--- config.mk ---
export PLATFORM = sky130hd
export DESIGN_NAME = masked_byte_signature_scanner
export DESIGN_NICKNAME = d
export VERILOG_FILES = /design/src/sv/msbs_pkg.sv /design/src/sv/msbs_cell.sv /design/src/sv/msbs_out_queue.sv /design/src/sv/masked_byte_signature_scanner.sv
export SDC_FILE = /design/constraint.sdc
export NUM_CORES = 1
export LEC_CHECK = 0
export ABC_AREA = 1
export ABC_CLOCK_PERIOD_IN_PS = 23200
export BUFFER_PORTS_ARGS = -buffer_cell sky130_fd_sc_hd__buf_2
export CORE_MARGIN = 8
export CORE_UTILIZATION = 55
export DETAILED_ROUTE_END_ITERATION = 8
export PLACE_DENSITY = 0.82
export SKIP_LAST_GASP = 1
export SYNTH_ARGS = -nofsm -noshare
export SYNTH_HDL_FRONTEND = slang
export SYNTH_HIERARCHICAL = 1
export SYNTH_SLANG_ARGS = --single-unit
--- constraint.sdc ---
create_clock -name clk -period 23.2 [get_ports clk]
set_input_delay 3.48 -clock clk [delete_from_list [all_inputs] [get_ports clk]]
set_output_delay 3.48 -clock clk [all_outputs]
set_load 0.01 [all_outputs]
--- src/sv/msbs_pkg.sv ---
// Shared types, constants and signature tables for the masked byte signature scanner.
package msbs_pkg;

  localparam int PATTERN_BYTES = 28;
  localparam int WIN_DEPTH     = PATTERN_BYTES - 1;
  localparam int SEEN_W        = 31;
  localparam int OFFSET_W      = 30;
  localparam int ADDR_W        = 48;

  localparam logic [SEEN_W-1:0] SEEN_MAX   = {SEEN_W{1'b1}};
  localparam logic [SEEN_W-1:0] PAT_LEN    = SEEN_W'(PATTERN_BYTES);
  // highest seen count whose candidate offset still fits in OFFSET_W bits
  localparam logic [SEEN_W-1:0] SEEN_LIMIT = SEEN_W'((64'd1 << OFFSET_W) - 64'd1 + 64'(PATTERN_BYTES));
  localparam logic [ADDR_W-1:0] INSN_LEN   = ADDR_W'(7);

  // signature bytes; positions with care cleared are wildcards
  localparam logic [7:0] SIG_VALUE [PATTERN_BYTES] = '{
    8'h48, 8'h89, 8'h05, 8'h00, 8'h00, 8'h00, 8'h00, 8'hE8, 8'h00, 8'h00,
    8'h00, 8'h00, 8'h33, 8'hD2, 8'h41, 8'hB8, 8'hF8, 8'h0A, 8'h00, 8'h00,
    8'h48, 8'h8B, 8'hC8, 8'h48, 8'h8B, 8'hD8, 8'hE8, 8'h00
  };
  localparam logic SIG_CARE [PATTERN_BYTES] = '{
    1'b1, 1'b1, 1'b1, 1'b0, 1'b0, 1'b0, 1'b0, 1'b1, 1'b0, 1'b0,
    1'b0, 1'b0, 1'b1, 1'b1, 1'b1, 1'b1, 1'b1, 1'b1, 1'b1, 1'b1,
    1'b1, 1'b1, 1'b1, 1'b1, 1'b1, 1'b1, 1'b1, 1'b0
  };

  typedef struct packed {
    logic [ADDR_W-1:0]   target_address;
    logic [OFFSET_W-1:0] match_offset;
    logic                found;
  } msbs_result_t;

  // one byte position of the signature: wildcard or exact compare
  function automatic logic sig_hit(input int idx, input logic [7:0] b);
    sig_hit = !SIG_CARE[idx] || (b == SIG_VALUE[idx]);
  endfunction

endpackage

--- src/sv/msbs_cell.sv ---
// One window cell: holds a byte, passes it to its lower neighbor, checks it against the signature.
module msbs_cell #(
  parameter int IDX = 0
) (
  input  logic       clk,
  input  logic       shift_en,
  input  logic [7:0] din,
  output logic [7:0] dout,
  output logic       hit
);
  import msbs_pkg::*;

  logic [7:0] byte_q;

  // shift register stage
  always_ff @(posedge clk) begin
    if (shift_en) begin
      byte_q <= din;
    end
  end

  assign dout = byte_q;
  assign hit  = sig_hit(IDX, byte_q);

endmodule

--- src/sv/msbs_out_queue.sv ---
// Two-entry output queue (output register plus skid) for scanner results.
module msbs_out_queue (
  input  logic                   clk,
  input  logic                   rst,
  input  logic                   push,
  input  msbs_pkg::msbs_result_t push_data,
  output logic                   can_push,
  output logic                   out_valid,
  input  logic                   out_ready,
  output msbs_pkg::msbs_result_t out_data
);
  import msbs_pkg::*;

  msbs_result_t head;
  msbs_result_t skid;
  logic         head_valid;
  logic         skid_valid;
  logic         pop;

  assign pop      = head_valid && out_ready;
  assign can_push = !skid_valid;

  // control: the skid only fills while the head is held
  always_ff @(posedge clk) begin
    if (rst) begin
      head_valid <= 1'b0;
      skid_valid <= 1'b0;
    end else if (skid_valid) begin
      if (pop) begin
        skid_valid <= 1'b0;
      end
    end else if (push) begin
      if (head_valid && !pop) begin
        skid_valid <= 1'b1;
      end else begin
        head_valid <= 1'b1;
      end
    end else if (pop) begin
      head_valid <= 1'b0;
    end
  end

  // payload
  always_ff @(posedge clk) begin
    if (skid_valid) begin
      if (pop) begin
        head <= skid;
      end
    end else if (push) begin
      if (head_valid && !pop) begin
        skid <= push_data;
      end else begin
        head <= push_data;
      end
    end
  end

  assign out_valid = head_valid;
  assign out_data  = head;

endmodule

--- src/sv/masked_byte_signature_scanner.sv ---
// Top level: masked 28-byte signature search over a code byte stream.
// Throughput: one byte per cycle; a request is taken in the cycle it arrives while
// the result queue has room. A result reaches m_* only through the result queue's
// registers. A row of 27 byte cells forms the window; the compare
// and the 48-bit target add sit between the window and the two-entry result queue.
// Reset (rst, synchronous) clears section_base, byte count, match flag and the queue.
module masked_byte_signature_scanner (
  input  logic        clk,
  input  logic        rst,
  // configuration: section_base
  input  logic        cfg_wr_en,
  input  logic [47:0] cfg_wr_data,
  // input stream
  input  logic        s_tvalid,
  output logic        s_tready,
  input  logic [7:0]  s_tdata,   // [7:0] code_byte
  input  logic        s_tlast,
  // result stream
  output logic        m_tvalid,
  input  logic        m_tready,
  output logic [79:0] m_tdata    // [0] found, [30:1] match_offset, [78:31] target_address
);
  import msbs_pkg::*;

  logic [ADDR_W-1:0] section_base;
  logic [SEEN_W-1:0] bytes_seen;
  logic              match_done;

  logic                accept;
  logic                shift_en;
  logic [7:0]          win [WIN_DEPTH];
  logic [7:0]          chain_in [WIN_DEPTH];
  logic [PATTERN_BYTES-1:0] hits;
  logic [SEEN_W-1:0]   seen_now;
  logic                in_range;
  logic                hit;
  logic                emit;
  logic [OFFSET_W-1:0] offset;
  logic [31:0]         disp;
  logic [ADDR_W-1:0]   target;
  msbs_result_t        result;
  msbs_result_t        out_res;
  logic                can_push;

  assign accept   = s_tvalid && s_tready;
  assign s_tready = can_push;
  assign shift_en = accept && !s_tlast;

  // window: chain of cells, newest byte enters at the top
  genvar g;
  generate
    for (g = 0; g < WIN_DEPTH; g++) begin : g_cell
      if (g == WIN_DEPTH - 1) begin : g_top
        assign chain_in[g] = s_tdata;
      end else begin : g_mid
        assign chain_in[g] = win[g+1];
      end
      msbs_cell #(.IDX(g)) u_cell (
        .clk      (clk),
        .shift_en (shift_en),
        .din      (chain_in[g]),
        .dout     (win[g]),
        .hit      (hits[g])
      );
    end
  endgenerate
  assign hits[PATTERN_BYTES-1] = sig_hit(PATTERN_BYTES - 1, s_tdata);

  // match qualification; window contents count only after a full candidate
  assign seen_now = (bytes_seen == SEEN_MAX) ? bytes_seen : bytes_seen + SEEN_W'(1);
  assign in_range = (seen_now >= PAT_LEN) && (seen_now <= SEEN_LIMIT);
  assign hit      = !match_done && in_range && (&hits);
  assign emit     = accept && (hit || (s_tlast && !match_done));

  // resolved target: base + offset + 7 + sign-extended displacement
  assign offset = OFFSET_W'(seen_now - PAT_LEN);
  assign disp   = {win[6], win[5], win[4], win[3]};
  assign target = section_base + ADDR_W'(offset) + INSN_LEN
                + {{(ADDR_W-32){disp[31]}}, disp};

  always_comb begin
    result.found          = hit;
    result.match_offset   = hit ? offset : '0;
    result.target_address = hit ? target : '0;
  end

  // section state
  always_ff @(posedge clk) begin
    if (rst) begin
      section_base <= '0;
      bytes_seen   <= '0;
      match_done   <= 1'b0;
    end else begin
      if (cfg_wr_en) begin
        section_base <= cfg_wr_data;
      end
      if (accept) begin
        if (s_tlast) begin
          bytes_seen <= '0;
          match_done <= 1'b0;
        end else begin
          bytes_seen <= seen_now;
          if (hit) begin
            match_done <= 1'b1;
          end
        end
      end
    end
  end

  msbs_out_queue u_queue (
    .clk       (clk),
    .rst       (rst),
    .push      (emit),
    .push_data (result),
    .can_push  (can_push),
    .out_valid (m_tvalid),
    .out_ready (m_tready),
    .out_data  (out_res)
  );

  assign m_tdata = {1'b0, out_res};

endmodule

==> results_dict.tcl <==
set metrics [dict create \
    synth_sequential_area_ratio_pct 56.42 \
    ff2ff_path_depth 31 \
    multiInputGateArea_mm2 0.008817 \
    grt_max_degree 102 \
    antenna_found_initial 2 \
    ys_warn_count 6 \
    drtIter0Drc 1642 \
    holdPathStages 0 \
    nNetsFinal 2727 \
    vdd_ir_drop_max_mv 0.05451 \
    core_mm2 0.04092 \
    die_y_um 219.7 \
    wl_met3_um 3900 \
    syn_nets 2587 \
    port_buffers 142 \
    status "finished clean" \
    synth.distinct_cells 48 \
    grt_pass1_wl_um 85270 \
    leakage_nw 10.47 \
    async_flop_share_pct 0 \
    cts_resized 0 \
    crit_arrival_ns 6.62 \
    cts_root_buf "clkbuf_16" \
    dr.pass1.iters 6 \
    start_kind "flip-flop" \
    min_path_type "reg -> reg" \
    track_usage_pct 22.26 \
    area_delta_synth_final_pct 11.24 \
    r2r_slack_ns 16.91 \
    dpl_cell_area_mm2 0.02393 \
    slew_headroom_pct 19.44 \
    vias_per_cell 5.448 \
    timing.rr.start "bytes_seen[0]" \
    timing.final.crit_period_ns 6.290 \
    finalSetupViolCount 0 \
    slowest_stage "fa_1" \
    postCtsSetupRepairBufs 0 \
    cts_tree "done" \
    rows 74 \
    worst_slew_pin_slew_ns 1.208 \
    initial_core_util_pct 55.75 \
    first_global_vias 16350 \
    routed_wl_um 54390 \
    grt_overflow 0 \
    pin_count 144 \
    whs_endpoint "g_cell[7].u_cell/dout[2]" \
    post_drt_wl_per_cell_um 17.60 \
    synth_flop_cell "edfxtp_1" \
    cts_hold_buf 0 \
    clock_latency_ns 0.59 \
    die_area_mm2 0.04825 \
    postSynthCellCount 2381 \
    r2r-end "u_queue/out_data[77]" \
    ys_ff_latch 456 \
    cpMostUsedCell "nand2_1" \
    n_fill_cell 3279 \
    drive_above_1_share_pct 10.44 \
    rsz0062_at_grt "no" \
    cts_sinks 456 \
    setup.worst_path.end_class "flip-flop" \
    h-tree-depth 2 \
    antenna_cells 0 \
    finalHoldViolCount 0 \
    critical_path.max_fanout 46 \
    finalSetupTns_ns 0 \
    synth.avg_cell_area_um2 9.582 \
    dp_hpwl_um 40080 \
    clockBufferDepth 3 \
    wl_met2_um 26150 \
    routed.top_layer "met5" \
    vias 16840 \
    path_class "reg -> reg" \
    drv_slew 0 \
    timing.final.crit_share_pct 27.11 \
    clk_pin_slew_ns 0.06 \
    final-seq-area_mm2 0.01287 \
    antenna_left 0 \
    die-width_um 219.7 \
    drc 0 \
    hp-start "g_cell[8].u_cell/dout[2]" \
    cap_violations 0 \
    max_freq_mhz 159.0 \
    synth_edf_count 374 \
    clock-skew-final_ns 0.02890 \
    cts_buffers 46 \
    fin_util_pct 62.01 \
    max_stage_delay_ns 0.46 \
    routabilityCongestion 1.042 \
    finalInstanceArea_mm2 0.02538 \
    power_density_mw_per_mm2 73.81 \
    synth_area_mm2 0.02281 \
    required_ns 23.53 \
    wl_met1_um 22530 \
]
==> state kept, by name (all words and copies together) (netlist names) <==
signal	count
section_base	48
g_cell.u_cell/dout	216
match_done	1
u_queue/skid_valid	1
u_queue/skid	79
u_queue/out_data	79
bytes_seen	31
u_queue/out_valid	1
==> metrics by stage <==
stage	hold WS, ns	worst slack [ns]	total power [mW]	cells
after global routing	0.4199	16.36	1.943	3090
after floorplan	0.4003	12.67	1.108	2381
after global placement	0.4013	16.93	1.170	3005
after detailed placement	0.4045	16.82	1.173	3005
after CTS	0.4166	17.05	1.883	3090
final	0.4086	16.91	1.873	3090
==> placed cells by master (no fill, tap or decap), types with 4 or more instances in the layout <==
cell,instances
buf_4,10
nor3_1,9
ha_1,114
nor2_1,378
clkinv_1,5
o21bai_1,6
fa_1,30
nor4_1,6
nand4_1,27
a21o_1,5
nor2_4,4
buf_2,142
nor3b_2,5
nor2_2,21
inv_1,205
clkbuf_16,48
a21oi_1,100
clkinv_2,8
xnor2_1,27
nand3_1,86
conb_1,9
clkbuf_1,16
edfxtp_1,374
o21a_1,5
nand2_2,5
a31oi_1,13
nand2_1,648
dfxtp_1,81
o21ai_0,90
xor2_1,36
==> critical path: cells and delay by family (launching register included) <==
family	cells	cell delay, ns
simple gates	18	2.47
fa+ha+maj	5	1.63
compound gates	3	0.80
buf+inv	4	0.41
flops	1	0.40
xor+xnor	1	0.32
==> routing by layer <==
layer  global-route usage [%]  up-vias
li1                         -     8172
met1                    28.98     7948
met2                    37.30      589
met3                    3.675      124
met4                    8.197        2
met5                        0        -
==> power breakdown <==
| part | switching, mW | internal [mW] | leakage [nW] |
|---|---|---|---|
| combinational | 0.153 | 0.0786 | 5.75 |
| sequential | 0.0152 | 0.914 | 4.02 |
| clock | 0.310 | 0.403 | 0.706 |
==> how the worst max path moves through the flow <==
stage / start / slack, ns / endpoint / cells after the start
2_1_floorplan: s_tvalid / 12.67 / g_cell[0].u_cell/dout[0] / 3
3_3_place_gp: s_tvalid / 16.93 / g_cell[4].u_cell/dout[4] / 6
3_5_place_dp: s_tvalid / 16.82 / g_cell[4].u_cell/dout[4] / 6
4_1_cts: bytes_seen[0] / 17.05 / u_queue/out_data[77] / 32
5_1_grt: bytes_seen[0] / 16.36 / u_queue/out_data[64] / 31
6_report: bytes_seen[0] / 16.91 / u_queue/out_data[77] / 31
==> cells in the mapped netlist, types with 2 or more instances <==
| cell | instances | area (um2) |
|---|---|---|
| inv_2 | 3 | 11.26 |
| nor4_1 | 6 | 37.54 |
| nand4_1 | 27 | 168.9 |
| o21ai_0 | 90 | 450.4 |
| nor3_1 | 9 | 45.04 |
| nand2_2 | 5 | 31.28 |
| buf_6 | 5 | 56.30 |
| xnor2_1 | 27 | 236.5 |
| xor2_1 | 36 | 315.3 |
| nor3b_2 | 5 | 62.56 |
| dfxtp_1 | 82 | 1642 |
| o211ai_1 | 3 | 22.52 |
| nor2_4 | 3 | 33.78 |
| clkbuf_1 | 25 | 93.84 |
| a221oi_1 | 2 | 17.52 |
| nor2_2 | 21 | 131.4 |
| a21oi_1 | 101 | 505.5 |
| conb_1 | 9 | 33.78 |
| nand2_4 | 2 | 22.52 |
| ha_1 | 114 | 1426 |
| o21a_1 | 5 | 37.54 |
| o21ai_1 | 2 | 10.01 |
| a31oi_1 | 13 | 81.33 |
| nor2_1 | 379 | 1423 |
| nand2_1 | 648 | 2432 |
| a21boi_0 | 3 | 22.52 |
| o31ai_1 | 2 | 15.01 |
| nand3_1 | 86 | 430.4 |
| buf_4 | 22 | 165.2 |
| fa_1 | 30 | 600.6 |
| a21o_1 | 5 | 37.54 |
| o311ai_0 | 2 | 17.52 |
| inv_1 | 207 | 777.0 |
| edfxtp_1 | 374 | 11230 |
| or2_2 | 3 | 18.77 |
| buf_2 | 8 | 40.04 |
| o21bai_1 | 6 | 45.04 |
==> logic make-up after synthesis <==
family | Yosys count | share of synthesized area (%)
AND/OR/NAND/NOR | 1200 | 21.39
other | 9 | 0.1481
buffers and inverters | 270 | 5.013
adder cells (fa/ha/maj) | 144 | 8.885
XOR/XNOR | 63 | 2.419
flip-flops | 456 | 56.42
AO/OA/AOI/OAI | 239 | 5.720
==> area by class of cell <==
class,count,share of cell area (%)
inverters,210,3.111
multi-input cells,1655,34.74
clock buffers,67,5.132
flip-flops and latches,456,50.73
clock inverters,18,0.5670
well taps,532,2.623
repair buffers,152,3.096
No activity file was read; power rests on OpenSTA's default activity.
